## config.mk

```make
export PLATFORM = sky130hd
export DESIGN_NAME = nwk_header_parser
export DESIGN_NICKNAME = d
export VERILOG_FILES = /design/src/hw/rtl/nwkhp_pkg.sv /design/src/hw/rtl/nwk_header_parser.sv /design/src/hw/rtl/nwkhp_parse.sv
export SDC_FILE = /design/constraint.sdc
export NUM_CORES = 1
export LEC_CHECK = 0
export BUFFER_PORTS_ARGS = -buffer_cell sky130_fd_sc_hd__clkbuf_2
export CELL_PAD_IN_SITES_DETAIL_PLACEMENT = 1
export CELL_PAD_IN_SITES_GLOBAL_PLACEMENT = 1
export CORE_MARGIN = 1
export CORE_UTILIZATION = 36
export CTS_CLUSTER_DIAMETER = 60
export DETAILED_ROUTE_END_ITERATION = 10
export PLACE_DENSITY_LB_ADDON = 0.1
export SLEW_MARGIN = 30
export SYNTH_ARGS = -nofsm -noshare
export SYNTH_HDL_FRONTEND = slang
export SYNTH_HIERARCHICAL = 1
export SYNTH_SLANG_ARGS = --single-unit
```

## constraint.sdc

```tcl
create_clock -name clk -period 20.3 [get_ports clk]
set_input_delay 1.015 -clock clk [delete_from_list [all_inputs] [get_ports clk]]
set_output_delay 1.015 -clock clk [all_outputs]
set_load 0.02 [all_outputs]
```

## src/hw/rtl/nwkhp_pkg.sv

```systemverilog
// Shared types and constants for the network-layer header parser.
`timescale 1ns / 1ps

package nwkhp_pkg;

  localparam int FC_WIDTH = 14;
  localparam int HLEN_WIDTH = 5;

  // Byte positions and field lengths within the header.
  localparam logic [HLEN_WIDTH-1:0] POS_FC_LO = 5'd0;
  localparam logic [HLEN_WIDTH-1:0] POS_FC_HI = 5'd1;
  localparam logic [HLEN_WIDTH-1:0] POS_SHORT_END = 5'd6;
  localparam logic [HLEN_WIDTH-1:0] FIXED_LEN = 5'd8;
  localparam logic [HLEN_WIDTH-1:0] LONG_LEN = 5'd8;

  // Frame control flag bits.
  localparam int BIT_MCAST = 8;
  localparam int BIT_DST_LONG = 11;
  localparam int BIT_SRC_LONG = 12;

  typedef struct packed {
    logic [7:0] data_byte;
    logic       frame_start;
  } nwkhp_in_t;

  typedef struct packed {
    logic [FC_WIDTH-1:0]   frame_control;
    logic [15:0]           dst_short_addr;
    logic [15:0]           src_short_addr;
    logic [7:0]            hop_radius;
    logic [7:0]            sequence_number;
    logic [63:0]           dst_long_addr;
    logic [63:0]           src_long_addr;
    logic [7:0]            mcast_control;
    logic [HLEN_WIDTH-1:0] header_length;
  } nwkhp_out_t;

endpackage

```

## src/hw/rtl/nwk_header_parser.sv

```systemverilog
// Top level of the network-layer header parser: byte input, result register with skid.
`timescale 1ns / 1ps

// channel  dir  handshake            word
// in       in   in_valid/in_ready    nwkhp_in_t  (data_byte, frame_start)
// out      out  out_valid/out_ready  nwkhp_out_t (all header fields, header_length)
//
// One byte is taken per cycle unless input is stalled; each result is registered on its way out.
// Bytes go straight into the field registers; one result register plus one skid
// register hold finished headers, so input stalls only when both are full.
// Reset (rst, synchronous) returns the parser to idle and empties both output stages.

module nwk_header_parser (
  input  logic                  clk,
  input  logic                  rst,
  input  logic                  in_valid,
  output logic                  in_ready,
  input  nwkhp_pkg::nwkhp_in_t  in_data,
  output logic                  out_valid,
  input  logic                  out_ready,
  output nwkhp_pkg::nwkhp_out_t out_data
);
  import nwkhp_pkg::*;

  logic       step, res_valid, skid_valid, load_out;
  nwkhp_out_t res_data, skid_data;

  assign in_ready = !skid_valid;
  assign step = in_valid && in_ready;
  assign load_out = !out_valid || out_ready;

  nwkhp_parse u_parse (
    .clk       (clk),
    .rst       (rst),
    .step      (step),
    .in_data   (in_data),
    .res_valid (res_valid),
    .res_data  (res_data)
  );

  always_ff @(posedge clk) begin
    if (rst) begin
      out_valid <= 1'b0;
      skid_valid <= 1'b0;
    end else if (load_out) begin
      out_valid <= skid_valid || res_valid;
      skid_valid <= 1'b0;
    end else if (res_valid) begin
      skid_valid <= 1'b1;
    end
  end

  always_ff @(posedge clk) begin
    if (load_out) begin
      out_data <= skid_valid ? skid_data : res_data;
    end else if (res_valid) begin
      skid_data <= res_data;
    end
  end

  a_skid_behind_out: assert property (@(posedge clk) disable iff (rst)
    skid_valid |-> out_valid)
    else $error("skid word held with empty output register");

  a_len_matches_flags: assert property (@(posedge clk) disable iff (rst)
    out_valid |-> out_data.header_length == FIXED_LEN
      + (out_data.frame_control[BIT_DST_LONG] ? LONG_LEN : 5'd0)
      + (out_data.frame_control[BIT_SRC_LONG] ? LONG_LEN : 5'd0)
      + {4'd0, out_data.frame_control[BIT_MCAST]})
    else $error("header length disagrees with frame control flags");

  a_absent_fields_zero: assert property (@(posedge clk) disable iff (rst)
    out_valid |-> (out_data.frame_control[BIT_DST_LONG] || out_data.dst_long_addr == 64'd0)
      && (out_data.frame_control[BIT_SRC_LONG] || out_data.src_long_addr == 64'd0)
      && (out_data.frame_control[BIT_MCAST] || out_data.mcast_control == 8'd0))
    else $error("absent optional field is nonzero");

  a_no_drop: assert property (@(posedge clk) disable iff (rst)
    res_valid && out_valid && !out_ready |=> skid_valid)
    else $error("result lost while output stalled");

endmodule

```

## src/hw/rtl/nwkhp_parse.sv

```systemverilog
// Byte-wise header field capture: position counter, field registers, result decode.
`timescale 1ns / 1ps

module nwkhp_parse (
  input  logic                clk,
  input  logic                rst,
  input  logic                step,
  input  nwkhp_pkg::nwkhp_in_t in_data,
  output logic                res_valid,
  output nwkhp_pkg::nwkhp_out_t res_data
);
  import nwkhp_pkg::*;

  logic [HLEN_WIDTH-1:0] byte_position, byte_position_next;
  logic                  active, active_next;
  logic [FC_WIDTH-1:0]   control_word, control_word_next;
  logic [31:0]           short_addresses, short_addresses_next;
  logic [15:0]           radius_seq, radius_seq_next;
  logic [63:0]           long_dst, long_dst_next;
  logic [63:0]           long_src, long_src_next;

  logic [HLEN_WIDTH-1:0] pos, pos_inc, soff, total;
  logic                  act, has_dst, has_src, has_mc, hit;
  logic [7:0]            b;

  always_comb begin
    b = in_data.data_byte;
    // a start word discards whatever header was in progress
    act = in_data.frame_start | active;
    pos = in_data.frame_start ? '0 : byte_position;
    control_word_next = in_data.frame_start ? '0 : control_word;
    short_addresses_next = in_data.frame_start ? '0 : short_addresses;
    radius_seq_next = in_data.frame_start ? '0 : radius_seq;
    long_dst_next = in_data.frame_start ? '0 : long_dst;
    long_src_next = in_data.frame_start ? '0 : long_src;

    has_dst = control_word_next[BIT_DST_LONG];
    has_src = control_word_next[BIT_SRC_LONG];
    soff = FIXED_LEN + (has_dst ? LONG_LEN : 5'd0);

    if (pos == POS_FC_LO) begin
      control_word_next = {{(FC_WIDTH-8){1'b0}}, b};
    end else if (pos == POS_FC_HI) begin
      control_word_next[FC_WIDTH-1:8] = b[FC_WIDTH-9:0];
    end else if (pos < POS_SHORT_END) begin
      short_addresses_next = {short_addresses_next[23:0], b};
    end else if (pos < FIXED_LEN) begin
      radius_seq_next = {radius_seq_next[7:0], b};
    end else if (has_dst && pos < FIXED_LEN + LONG_LEN) begin
      long_dst_next = {long_dst_next[55:0], b};
    end else if (has_src && pos >= soff && pos < soff + LONG_LEN) begin
      long_src_next = {long_src_next[55:0], b};
    end

    pos_inc = pos + 5'd1;
    has_mc = control_word_next[BIT_MCAST];
    total = FIXED_LEN
          + (control_word_next[BIT_DST_LONG] ? LONG_LEN : 5'd0)
          + (control_word_next[BIT_SRC_LONG] ? LONG_LEN : 5'd0)
          + {4'd0, has_mc};
    hit = act && pos_inc >= FIXED_LEN && pos_inc == total;

    byte_position_next = act ? pos_inc : byte_position;
    active_next = act && !hit;

    res_valid = step && hit;
    res_data.frame_control = control_word_next;
    res_data.dst_short_addr = short_addresses_next[31:16];
    res_data.src_short_addr = short_addresses_next[15:0];
    res_data.hop_radius = radius_seq_next[15:8];
    res_data.sequence_number = radius_seq_next[7:0];
    res_data.dst_long_addr = long_dst_next;
    res_data.src_long_addr = long_src_next;
    // the multicast byte is always the last one when present
    res_data.mcast_control = has_mc ? b : 8'd0;
    res_data.header_length = total;
  end

  always_ff @(posedge clk) begin
    if (rst) begin
      byte_position <= '0;
      active <= 1'b0;
    end else if (step) begin
      byte_position <= byte_position_next;
      active <= active_next;
    end
  end

  always_ff @(posedge clk) begin
    if (step && act) begin
      control_word <= control_word_next;
      short_addresses <= short_addresses_next;
      radius_seq <= radius_seq_next;
      long_dst <= long_dst_next;
      long_src <= long_src_next;
    end
  end

endmodule
```

After elaboration in Yosys (flattened, before gate mapping) --
Index checks and enable logic that the tools add are counted.
Operators by class: add/sub/neg operators 6, multiply operators 0, divide/modulo/power cells 0, magnitude comparators 6, eq/ne operators 2, shift-type cells 0, multiplexer cells 32, bitwise operators 2, reductions and logical operators 18
Operators with widths (number):
- $mux 64 | 13
- $mux 203 | 1
- $mux 32 | 4
- $mux 16 | 5
- $mux 8 | 2
- $mux 14 | 1
- $mux 4 | 3
- $mux 6 | 2
- $add 4x5->5 const A | 2
- $logic_and 1x1->1 | 9
- $add 5x1->5 | 1
- $add 5x1->5 const B | 1
- $add 5x4->5 const B | 1
- $add 5x5->5 | 1
- $eq 5x1->1 const B | 1
- $eq 5x5->1 | 1
- $ge 5x4->1 const B | 1
- $ge 5x5->1 | 1
- $logic_not 5->1 | 1
- $lt 5x3->1 const B | 1
- $lt 5x4->1 const B | 1
- $lt 5x5->1 | 1
- $lt 5x5->1 const B | 1
- $mux 5 | 1
- other kinds (6) | 10
Storage, ports and cells: bits in registers 604, bits in latches 0, bits in writable memories 0, memory bits (read-only) 0, word-level logic and storage cells 93, memories kept 0

Depth between registers and ports, before layout --
Gate-level depths: netlist (run 1).
depth after elaboration 13, depth in mapped cells 14, gate-level depth less buffers 13

Hierarchy --
Netlist (run 1), hierarchy kept.
By module, submodules not included:
- nwk_header_parser | instances 1, cells each 642, area each 15290.9 um2
- nwkhp_parse | instances 1, cells each 937, area each 9519.1 um2

Least setup slack after synthesis (run 1) --
No wires, ideal clock.
path type input to register, start point input port out_ready, end point register skid_data[0] (netlist name) (enable), setup time 2.257 ns, data arrival time 19.352 ns, data required time 18.043 ns, slack -1.309 ns, stages 2, buffers on the path 0, cells stage by stage nand2b_1 > nor2_1
Between the ends: cells in the longest elaborated chain, start to end 3
Ends and longest elaborated chain:
- start: declaration | line nwk_header_parser.sv:20 | input logic out_ready,
- $logic_or 1x1->1 | line nwk_header_parser.sv:30 | assign load_out = !out_valid || out_ready;
- $not 1->1 (no line)
- $reduce_and 2->1 (no line)
- end signal: assignment | line nwk_header_parser.sv:57 | skid_data <= res_data;
- end: declaration | line nwk_header_parser.sv:26 | nwkhp_out_t res_data, skid_data;
Every way passes these cells. A chain may end at the register's enable or synchronous reset.

Worst setup path in the final report (run 1) --
start point input port in_data[0] (netlist name), end point register skid_data[16] (netlist name) (enable)
Between the ends: cells in the longest elaborated chain, start to end 12, elaborated cells between the ends (all ways) 19
Ends and longest elaborated chain:
- start: declaration | line nwk_header_parser.sv:18 | input nwkhp_pkg::nwkhp_in_t in_data,
- $mux 5 | line nwkhp_parse.sv:30 | pos = in_data.frame_start ? '0 : byte_position;
- $eq 5x1->1 | line nwkhp_parse.sv:43 | end else if (pos == POS_FC_HI) begin
- $mux 6 | line nwkhp_parse.sv:43
- $mux 6 | line nwkhp_parse.sv:41 | if (pos == POS_FC_LO) begin
- $mux 4 | line nwkhp_parse.sv:58 | + (control_word_next[BIT_DST_LONG] ? LONG_LEN : 5'd0)
- $add 4x5->5 | line nwkhp_parse.sv:58
- $add 5x5->5 | line nwkhp_parse.sv:59 | + (control_word_next[BIT_SRC_LONG] ? LONG_LEN : 5'd0)
- $add 5x1->5 | line nwkhp_parse.sv:60 | + {4'd0, has_mc};
- $eq 5x5->1 | line nwkhp_parse.sv:61 | hit = act && pos_inc >= FIXED_LEN && pos_inc == total;
- $logic_and 1x1->1 (*) | line nwkhp_parse.sv:61
- $logic_and 1x1->1 (*) | line nwkhp_parse.sv:66 | res_valid = step && hit;
- via res_valid | line nwk_header_parser.sv:25 | logic step, res_valid, skid_valid, load_out;
- $reduce_and 2->1 (no line) (*)
Mark *: on every way through the listed nets, which the timed path passes. The rest lies on a longest branch.

==> results of run 1 <==
[layer usage]
metal	track usage, %	share of wire [%]	vias to the layer above
met1	23.1	45	7009
met5	0	0	-
li1	-	-	6313
met4	4.62	1.6	0
met2	27.2	49	285
met3	2.67	4.3	72
[cell usage in the layout (no fill, tap or decap), types with 9 or more instances in the layout]
cell and instances:
sky130_fd_sc_hd__nor3_1 12, sky130_fd_sc_hd__nand3_1 70, sky130_fd_sc_hd__o21ai_0 71, sky130_fd_sc_hd__buf_4 17
sky130_fd_sc_hd__edfxtp_1 596, sky130_fd_sc_hd__a21oi_1 125, sky130_fd_sc_hd__clkbuf_16 73, sky130_fd_sc_hd__inv_1 14
sky130_fd_sc_hd__a21oi_2 21, sky130_fd_sc_hd__mux2_2 66, sky130_fd_sc_hd__nor2_1 19, sky130_fd_sc_hd__clkbuf_1 13
sky130_fd_sc_hd__and2_1 9, sky130_fd_sc_hd__mux2_4 137, sky130_fd_sc_hd__nand2_2 20, sky130_fd_sc_hd__clkinv_1 11
sky130_fd_sc_hd__clkbuf_2 216, sky130_fd_sc_hd__clkinv_2 10, sky130_fd_sc_hd__nand2_1 238
[synthesized netlist by cell type, types with 9 or more instances]
cell and number:
sky130_fd_sc_hd__a21oi_1 126, sky130_fd_sc_hd__a21oi_2 21, sky130_fd_sc_hd__and2_1 9, sky130_fd_sc_hd__buf_2 26, sky130_fd_sc_hd__buf_6 20, sky130_fd_sc_hd__clkbuf_1 46
sky130_fd_sc_hd__edfxtp_1 596, sky130_fd_sc_hd__inv_1 16, sky130_fd_sc_hd__mux2_2 66, sky130_fd_sc_hd__mux2_4 137, sky130_fd_sc_hd__nand2_1 238, sky130_fd_sc_hd__nand2_2 20
sky130_fd_sc_hd__nand3_1 70, sky130_fd_sc_hd__nor2_1 20, sky130_fd_sc_hd__nor3_1 12, sky130_fd_sc_hd__o21ai_0 71
[path summary, 6_finish.rpt]
check / from / endpoint / slack (ns) / depth (start not counted)
max: in_data[0] / skid_data[16]$_DFFE_PP_ / 14.76 / 16
min: u_parse/active$_SDFFE_PP0P_ / u_parse/byte_position[0]$_SDFFE_PP0P_ / 0.50 / 1
max reg2reg: u_parse/byte_position[4]$_SDFFE_PP0P_ / skid_data[16]$_DFFE_PP_ / 15.34 / 13
min reg2reg: u_parse/active$_SDFFE_PP0P_ / u_parse/byte_position[0]$_SDFFE_PP0P_ / 0.50 / 1
[power by group through the flow]
stage,logic (mW),clock network [mW],registers [mW]
finish,0.158,1.19,1.44
CTS,0.162,1.23,1.44
detailed placement,0.161,0,1.47
global route,0.172,1.28,1.44
global placement,0.158,0,1.47
floorplan,0.0789,0,1.49
[kinds of logic (layout without fill, tap and decap cells)]
logic type,after synthesis,after routing,synth area share (%)
compound gates,245,245,5.61
other cells,1,2,0.0151
simple gates,398,398,7.19
mux,204,204,11.3
fa+ha+maj,6,6,0.303
flops,604,604,72.8
buf+inv,121,372,2.78
[state kept, by name, indices dropped and copies added (netlist names)]
register                 flops
out_valid                    1
skid_valid                   1
skid_data                  203
u_parse/byte_position        5
u_parse/long_dst            64
u_parse/short_addresses     32
u_parse/control_word        14
out_data                   203
u_parse/active               1
u_parse/radius_seq          16
u_parse/long_src            64
[stage by stage]
stage / setup WS (ns) / area [sq um]
2_1_floorplan: 7.00 / 24800
3_5_place_dp: 14.08 / 26700
6_report: 14.76 / 28800
5_1_grt: 14.39 / 28800
3_3_place_gp: 13.64 / 26600
4_1_cts: 14.70 / 28800
[area by class of cell]
cell class	count	area, sq um
inverter	17	76.3
tap	873	1090
clock inverter	30	255
multi-input combinational	855	6130
timing repair buffer	239	1330
clock buffer	86	1880
sequential	604	18100
fill	6683	38800
==> flow_metrics.env, run 1 <==
export IMPL_status="completed"
export IMPL_power_share_switching_pct=21.9
export IMPL_hold_worst_slack_ns=0.502
export IMPL_synth_seq_cells=604
export IMPL_grt_pass1_vias=14270
export IMPL_worstPathCellList="buf_6 > inv_2 > buf_4 > nand2_1 > nor2_1 > a21oi_1 > or2_2 > ha_1 > nor4b_1 > mux2i_1 > and3_1 > a211oi_2 > inv_1 > nor2_4 > buf_16 > buf_6"
export IMPL_comb_power_share_pct=5.7
export IMPL_synth_enable_flop_cells=596
export IMPL_syn_area_per_cell_sq_um=15.7
export IMPL_via_per_inst=5.06
export IMPL_power_density_cell_area_mw_per_mm2=96.8
export IMPL_critical_path_buf_inv_count=6
export IMPL_cts_max_path_buffers=3
export IMPL_cellLeakagePower_nw=10.6
export IMPL_rsz0062_at_grt="no"
export IMPL_numPortBuffers=217
export IMPL_share_of_synthesized_registers_carrying_an_async_set_or_reset_pct=0
export IMPL_vias=13679
export IMPL_irDropWorstVdd_v=0.0000515
export IMPL_drt_wirelength_per_cell_um=21.5
export IMPL_worst_ep_required_time_ns=20.50
export IMPL_grt_pass1_wl_um=90100
export IMPL_synth_cells=1579
export IMPL_grtUsageTotal_pct=16.7
export IMPL_coreArea_sq_mm=0.0676
export IMPL_drc_errors=0
export IMPL_setup_violations_final=0
export IMPL_path_class="primary input to flop"
export IMPL_cts_sink_count=604
export IMPL_synthToLayoutAreaGrowth_pct=16.2
export IMPL_count_of_boundary_i_o_pins=218
export IMPL_num_nets_final=1806
export IMPL_cts_clk_slew_worst_paths_ns=0.06
export IMPL_cp_max_fo=76
export IMPL_place_gp_congestion=0.764
export IMPL_post_synth_num_cell_types=52
export IMPL_antenna_found_initial=4
export IMPL_ys_dominant_reg_cell="sky130_fd_sc_hd__edfxtp_1"
export IMPL_maxSlewViolCount=0
export IMPL_yosysTopAreaCell="sky130_fd_sc_hd__edfxtp_1"
export IMPL_clk_root_buffer_cell="sky130_fd_sc_hd__clkbuf_16"
export IMPL_finalPower_mw=2.79
export IMPL_antenna_cells=0
export IMPL_maxCapViolations=0
export IMPL_netlist_top_cells_area="sky130_fd_sc_hd__edfxtp_1 (72%), sky130_fd_sc_hd__mux2_4 (8.3%), sky130_fd_sc_hd__nand2_1 (3.6%), sky130_fd_sc_hd__mux2_2 (3.0%), sky130_fd_sc_hd__a21oi_1 (2.5%)"
export IMPL_critical_path_slowest_cell="sky130_fd_sc_hd__buf_6"
export IMPL_clockPowerShare_pct=42.7
export IMPL_final_antenna_net_count=0
export IMPL_critical_path_max_stage_delay_ns=0.59
export IMPL_critical_path_most_common_cell="sky130_fd_sc_hd__buf_6"
export IMPL_largest_net_degree_at_the_start_of_global_routing=131
export IMPL_synth_top_area_share_pct=72.1
export IMPL_final_core_util_pct=42.6
export IMPL_fin_crit_ns=5.54
export IMPL_clock_fmax_ghz=0.180
export IMPL_detailedRoute_firstIterationViolations=927
export IMPL_floorplan_die_width_um=265
export IMPL_drive_gt1_share_pct=32.7
export IMPL_final_period_utilization_pct=27.3
export IMPL_first_pass_iters=5
export IMPL_power_share_sequential_pct=51.6
export IMPL_dp_cells=2587
export IMPL_cts_hold_fix_buffers=0
export IMPL_fp_dieArea_sq_mm=0.0700
export IMPL_cts_repair_resized=0
export IMPL_tightest_slew_ns=1.13
export IMPL_syn_area_sq_mm=0.0248
export IMPL_synth_yosys_seq_area_share_pct=72.8
export IMPL_std_cell_rows=95
export IMPL_initial_utilization_pct=36.7
export IMPL_relative_slew_margins_pct=25.0
export IMPL_p_int_mw=2.18
export IMPL_clk_insertion_delay_late_ns=0.58
export IMPL_hp_class="flop to flop"
export IMPL_routed_wl_um=58300
export IMPL_post_cts_setup_buffers=0
export IMPL_clock_tree_from_tritoncts="yes"
export IMPL_cts_buffers_inserted=70
export IMPL_die_h_um=265
export IMPL_post_layout_nonfiller_instances=2704
export IMPL_gate_family_responsible_for_the_most_delay_along_the_worst_path="buffers and inverters"
export IMPL_htree_num_levels=3
export IMPL_tns_ns=0
export IMPL_power_net_switching_mw=0.611
export IMPL_cp_startpoint_kind="primary input"
export IMPL_grt_overflow_total=0
export IMPL_final_hold_violation_count=0
export IMPL_finalClockSkew_ns=0.0107
export IMPL_critPathCaptureType="flop"
export IMPL_critical_path_arrival_ns=5.74
export IMPL_synthesis_yosys_warnings=6
export IMPL_place_detailed_hpwl_um=34300
No activity file was read; power rests on OpenSTA's default activity.
==> inputs of run 2 (changes only) <==
==> constraint.sdc (replaced) <==
create_clock -name clk -period 4.7 [get_ports clk]
set_input_delay 0.235 -clock clk [delete_from_list [all_inputs] [get_ports clk]]
set_output_delay 0.235 -clock clk [all_outputs]
set_load 0.02 [all_outputs]
==> flow_metrics.env, run 2 (synthesis results as in run 1) <==
export IMPL_irDropWorstVdd_v=0.000223
export IMPL_path_class="flop to flop"
export IMPL_clock_fmax_ghz=0.245
export IMPL_maxSlewViolCount=0
export IMPL_post_cts_setup_buffers=0
export IMPL_dpl_worst_slack_ns=0.675
export IMPL_fin_crit_ns=4.07
export IMPL_most_common_cell_after_layout_fill_and_taps_aside="sky130_fd_sc_hd__edfxtp_1"
export IMPL_grt_pass1_vias=14465
export IMPL_met3_track_demand_over_resource_pct=3.11
export IMPL_drc_errors=0
export IMPL_via_per_inst=5.05
export IMPL_source_of_the_worst_register_to_register_timing_path="u_parse/byte_position[3]$_SDFFE_PP0P_"
export IMPL_ff2ff_setup_slack_ns=0.63
export IMPL_cts_clk_slew_worst_paths_ns=0.06
export IMPL_hp_class="primary input to flop"
export IMPL_synthToLayoutAreaGrowth_pct=16.7
export IMPL_vias=13709
export IMPL_first_pass_iters=4
export IMPL_gr_usage_met1_pct=22.7
export IMPL_critical_path_arrival_ns=4.31
export IMPL_grt_overflow_total=0
export IMPL_cp_endpoint="skid_data[18]$_DFFE_PP_"
export IMPL_antenna_cells=0
export IMPL_drt_wirelength_per_cell_um=21.8
export IMPL_grt_util_met2_pct=27.7
export IMPL_clk_root_buffer_cell="sky130_fd_sc_hd__clkbuf_16"
export IMPL_clk_insertion_delay_late_ns=0.59
export IMPL_num_nets_final=1811
export IMPL_cts_sink_count=604
export IMPL_layout_top_registers="out_data x203, skid_data x203"
export IMPL_final_period_utilization_pct=86.7
export IMPL_setup_violations_final=0
export IMPL_stdcell_area_sq_mm=0.0289
export IMPL_detailedRoute_firstIterationViolations=746
export IMPL_floorplan_die_width_um=265
export IMPL_worst_ep_required_time_ns=4.94
export IMPL_drive_gt1_share_pct=33.1
export IMPL_initial_utilization_pct=36.7
export IMPL_reg2regPathDepth=12
export IMPL_numPortBuffers=217
export IMPL_final_antenna_net_count=0
export IMPL_final_hold_violation_count=0
export IMPL_critPathCaptureType="flop"
export IMPL_count_of_boundary_i_o_pins=218
export IMPL_cts_repair_resized=0
export IMPL_cp_max_fo=63
export IMPL_clock_tree_from_tritoncts="yes"
export IMPL_largest_net_degree_at_the_start_of_global_routing=160
export IMPL_antenna_found_initial=2
export IMPL_place_gp_congestion=0.753
export IMPL_place_detailed_hpwl_um=34200
export IMPL_rsz0062_at_grt="no"
export IMPL_maxCapViolations=0
export IMPL_finalClockSkew_ns=0.0137
export IMPL_cellLeakagePower_nw=10.7
export IMPL_relative_slew_margins_pct=34.8
export IMPL_worst_hold_startpoint="in_valid"
export IMPL_crit_reg2reg_capture="skid_data[18]$_DFFE_PP_"
export IMPL_layout_common_cells="sky130_fd_sc_hd__edfxtp_1 (596), sky130_fd_sc_hd__nand2_1 (238), sky130_fd_sc_hd__clkbuf_2 (216)"
export IMPL_std_cell_rows=95
export IMPL_fp_dieArea_sq_mm=0.0700
export IMPL_die_h_um=265
export IMPL_status="completed"
export IMPL_tightest_slew_ns=0.977
export IMPL_post_dp_cell_area_sq_mm=0.0268
export IMPL_cp_startpoint_kind="flop"
export IMPL_cts_buffers_inserted=70
export IMPL_coreArea_sq_mm=0.0676
export IMPL_htree_num_levels=3
export IMPL_gr_max_usage_layer="met2"
export IMPL_grtUsageTotal_pct=16.9
export IMPL_power_density_cell_area_mw_per_mm2=416
export IMPL_fin_ws_ns=0.626
export IMPL_cts_max_path_buffers=3
export IMPL_routed_wl_um=59200
export IMPL_grt_pass1_wl_um=90300
export IMPL_worstSetupStartpoint="u_parse/byte_position[3]$_SDFFE_PP0P_"
==> run 2: what timing repair did <==
item | 4_1_cts | 5_1_grt
hold buffers | 2 | 0
hold endpoints to repair | 7 | 0
endpoints found under the setup margin | 0 | 0
==> run 2: worst min-delay path by stage <==
stage | cells past startpoint | to | slack, ns
floorplan | 1 | u_parse/byte_position[4]$_SDFFE_PP0P_ | 0.29
global placement | 1 | u_parse/byte_position[0]$_SDFFE_PP0P_ | 0.53
detailed placement | 1 | u_parse/byte_position[0]$_SDFFE_PP0P_ | 0.51
CTS | 3 | u_parse/byte_position[0]$_SDFFE_PP0P_ | 0.11
global route | 3 | u_parse/byte_position[0]$_SDFFE_PP0P_ | 0.18
finish | 3 | u_parse/byte_position[0]$_SDFFE_PP0P_ | 0.16
==> run 2: final cells by class <==
class	count	area, sq um
fill	6741	38700
clock buffer	85	1870
timing repair buffer	244	1420
multi-input combinational	855	6180
inverter	17	67.6
sequential	604	18100
clock inverter	36	244
tap	873	1090
==> run 2: worst max-delay path, stage by stage, from the launching register on <==
cell	delay [ns]
sky130_fd_sc_hd__dfxtp_2	0.42
sky130_fd_sc_hd__nor4_4	0.36
sky130_fd_sc_hd__and2_1	0.46
sky130_fd_sc_hd__a21oi_2	0.12
sky130_fd_sc_hd__or2_4	0.28
sky130_fd_sc_hd__ha_4	0.31
sky130_fd_sc_hd__nor4bb_1	0.25
sky130_fd_sc_hd__o21ai_0	0.15
sky130_fd_sc_hd__and3_1	0.22
sky130_fd_sc_hd__a211oi_2	0.25
sky130_fd_sc_hd__inv_1	0.12
sky130_fd_sc_hd__nor2_4	0.35
sky130_fd_sc_hd__buf_12	0.38
==> run 2: power by group <==
group	total, mW	internal, mW	leakage (nW)	switching (mW)
Clock	5.12	2.98	1.04	2.13
Sequential	6.22	6.13	6.12	0.0882
Combinational	0.694	0.240	3.50	0.454
==> run 2: per-stage QoR <==
step | setup TNS (ns) | utilization (%) | total power [mW] | std cells | hold slack, ns
2_1_floorplan | -1374.66 | - | 6.78 | 1580 | 0.294
3_3_place_gp | 0 | 39.6 | 7.02 | 2589 | 0.529
3_5_place_dp | 0 | 39.6 | 7.04 | 2590 | 0.505
4_1_cts | 0 | 42.7 | 12.2 | 2713 | 0.115
5_1_grt | 0 | 42.8 | 12.5 | 2714 | 0.181
6_report | 0 | 42.8 | 12.0 | 2714 | 0.156
==> run 2: per-layer routing <==
| metal | routed length (um) | part of all wire, % |
|---|---|---|
| met4 | 1090 | 1.8 |
| met1 | 26800 | 45 |
| met3 | 2500 | 4.2 |
| met2 | 28700 | 49 |
| met5 | 0 | 0 |
==> inputs of run 3 (changes only) <==
--- a/config.mk
+++ b/config.mk
@@ -6,13 +6,14 @@
 export NUM_CORES = 1
 export LEC_CHECK = 0
 export BUFFER_PORTS_ARGS = -buffer_cell sky130_fd_sc_hd__clkbuf_2
+export CAP_MARGIN = 20
 export CELL_PAD_IN_SITES_DETAIL_PLACEMENT = 1
 export CELL_PAD_IN_SITES_GLOBAL_PLACEMENT = 1
 export CORE_MARGIN = 1
 export CORE_UTILIZATION = 36
 export CTS_CLUSTER_DIAMETER = 60
 export DETAILED_ROUTE_END_ITERATION = 10
-export PLACE_DENSITY_LB_ADDON = 0.1
+export PLACE_DENSITY = 0.71
 export SLEW_MARGIN = 30
 export SYNTH_ARGS = -nofsm -noshare
 export SYNTH_HDL_FRONTEND = slang
==> flow_metrics.env, run 3 (synthesis results as in run 1) <==
export IMPL_critPathCaptureType="flop"
export IMPL_grt_overflow_total=0
export IMPL_worst_ep_required_time_ns=4.94
export IMPL_final_hold_violation_count=0
export IMPL_power_share_sequential_pct=50.8
export IMPL_antenna_cells=0
export IMPL_cts_max_path_buffers=3
export IMPL_synthToLayoutAreaGrowth_pct=17.0
export IMPL_rsz0062_at_grt="no"
export IMPL_finalPower_mw=12.2
export IMPL_fp_dieArea_sq_mm=0.0700
export IMPL_htree_num_levels=3
export IMPL_first_pass_iters=5
export IMPL_power_share_switching_pct=21.9
export IMPL_antenna_found_initial=1
export IMPL_layout_common_cells="sky130_fd_sc_hd__edfxtp_1 (596), sky130_fd_sc_hd__nand2_1 (238), sky130_fd_sc_hd__clkbuf_2 (216)"
export IMPL_vias=13789
export IMPL_hp_class="primary input to flop"
export IMPL_power_net_switching_mw=2.68
export IMPL_clk_insertion_delay_late_ns=0.60
export IMPL_std_cell_rows=95
export IMPL_drive_gt1_share_pct=33.4
export IMPL_coreArea_sq_mm=0.0676
export IMPL_tightest_slew_ns=0.990
export IMPL_numPortBuffers=217
export IMPL_count_of_boundary_i_o_pins=218
export IMPL_p_int_mw=9.56
export IMPL_final_antenna_net_count=0
export IMPL_critical_path_arrival_ns=4.41
export IMPL_maxSlewViolCount=0
export IMPL_grt_pass1_vias=14590
export IMPL_largest_net_degree_at_the_start_of_global_routing=164
export IMPL_grtUsageTotal_pct=16.7
export IMPL_final_period_utilization_pct=88.7
export IMPL_comb_power_share_pct=5.7
export IMPL_clock_fmax_ghz=0.240
export IMPL_initial_utilization_pct=36.7
export IMPL_num_nets_final=1809
export IMPL_drt_wirelength_per_cell_um=21.5
export IMPL_path_class="flop to flop"
export IMPL_clk_root_buffer_cell="sky130_fd_sc_hd__clkbuf_16"
export IMPL_cts_sink_count=604
export IMPL_source_of_the_worst_register_to_register_timing_path="u_parse/byte_position[3]$_SDFFE_PP0P_"
export IMPL_cellLeakagePower_nw=10.7
export IMPL_irDropWorstVdd_v=0.000206
export IMPL_status="completed"
export IMPL_cp_max_fo=28
export IMPL_die_h_um=265
export IMPL_clockPowerShare_pct=43.5
export IMPL_clock_tree_from_tritoncts="yes"
export IMPL_cts_clk_slew_worst_paths_ns=0.06
export IMPL_finalClockSkew_ns=0.0285
export IMPL_cts_buffers_inserted=68
export IMPL_routed_wl_um=58400
export IMPL_via_per_inst=5.08
export IMPL_detailedRoute_firstIterationViolations=1024
export IMPL_drc_errors=0
export IMPL_fin_crit_ns=4.17
export IMPL_layout_top_registers="out_data x203, skid_data x203"
export IMPL_place_detailed_hpwl_um=35400
export IMPL_relative_slew_margins_pct=34.0
export IMPL_worst_hold_startpoint="in_data[0]"
export IMPL_final_core_util_pct=42.9
export IMPL_worstSetupStartpoint="u_parse/byte_position[3]$_SDFFE_PP0P_"
export IMPL_cp_startpoint_kind="flop"
export IMPL_most_common_cell_after_layout_fill_and_taps_aside="sky130_fd_sc_hd__edfxtp_1"
export IMPL_power_density_cell_area_mw_per_mm2=422
export IMPL_maxCapViolations=0
export IMPL_setup_violations_final=0
export IMPL_grt_pass1_wl_um=90000
export IMPL_floorplan_die_width_um=265
export IMPL_place_gp_congestion=0.776
==> run 3: changes by cell type in the layout (fill, tap and decap cells not counted), moves of 2 or more <==
cell / before / now
sky130_fd_sc_hd__bufinv_16: 3 / 8
sky130_fd_sc_hd__clkinv_1: 17 / 12
sky130_fd_sc_hd__clkinv_2: 13 / 9
sky130_fd_sc_hd__buf_4: 14 / 17
sky130_fd_sc_hd__clkinvlp_4: 2 / 5
sky130_fd_sc_hd__inv_6: 0 / 3
sky130_fd_sc_hd__clkbuf_16: 73 / 71
sky130_fd_sc_hd__clkinv_4: 2 / 0
==> run 3: layout make-up <==
cell class	count	area, sq um
sequential	604	18100
fill	6741	38600
clock buffer	82	1820
multi-input combinational	855	6180
clock inverter	37	398
tap	873	1090
timing repair buffer	244	1400
inverter	17	67.6
==> run 3: power groups by stage <==
stage          Clock, mW  Combinational (mW)  Sequential, mW
6_report            5.33               0.694            6.22
5_1_grt             5.65               0.748            6.24
4_1_cts             5.48               0.708            6.23
3_5_place_dp           0               0.702            6.34
3_3_place_gp           0               0.679            6.33
2_1_floorplan          0               0.344            6.43
==> run 3: timing repair <==
item / CTS / global route
hold buffers: 1 / 0
hold endpoints to repair: 8 / 0
gates resized for setup: 0 / 0
buffers inserted: 0 / 0
==> run 3: path summary, 6_finish.rpt <==
kind	to	slack (ns)	depth (start not counted)
worst max-delay path	skid_data[166]$_DFFE_PP_	0.53	12
worst max register to register	skid_data[166]$_DFFE_PP_	0.53	12
worst min register to register	u_parse/byte_position[0]$_SDFFE_PP0P_	0.50	1
worst min-delay path	u_parse/active$_SDFFE_PP0P_	0.15	3
==> run 3: routing by layer <==
layer | track usage (%) | routed length, um | vias to the layer above
li1 | - | - | 6323
met1 | 21.9 | 25300 | 7102
met2 | 28.2 | 29500 | 286
met3 | 2.91 | 2460 | 76
met4 | 5.11 | 1110 | 2
met5 | 0 | 13 | -
==> run 3: critical path, cell delays in order (launching register included) <==
cell	delay [ns]
sky130_fd_sc_hd__dfxtp_2	0.42
sky130_fd_sc_hd__nor4_4	0.38
sky130_fd_sc_hd__and2_1	0.51
sky130_fd_sc_hd__a21oi_2	0.13
sky130_fd_sc_hd__or2_4	0.29
sky130_fd_sc_hd__ha_4	0.30
sky130_fd_sc_hd__nor4bb_1	0.24
sky130_fd_sc_hd__o21ai_0	0.13
sky130_fd_sc_hd__and3_1	0.20
sky130_fd_sc_hd__a211oi_2	0.26
sky130_fd_sc_hd__inv_1	0.12
sky130_fd_sc_hd__nor2_4	0.35
sky130_fd_sc_hd__buf_4	0.45
==> run 3: through the flow <==
stage               setup TNS, ns  instances  hold slack (ns)  instance area, sq um  setup slack (ns)
floorplan                -1374.66       1580            0.294                 24900             -6.77
global placement                0       2590            0.470                 26700             0.716
detailed placement              0       2590            0.490                 26700             0.555
CTS                             0       2710           0.0980                 29000             0.552
global route                    0       2712            0.126                 29000             0.299
finish                          0       2712            0.145                 29000             0.533
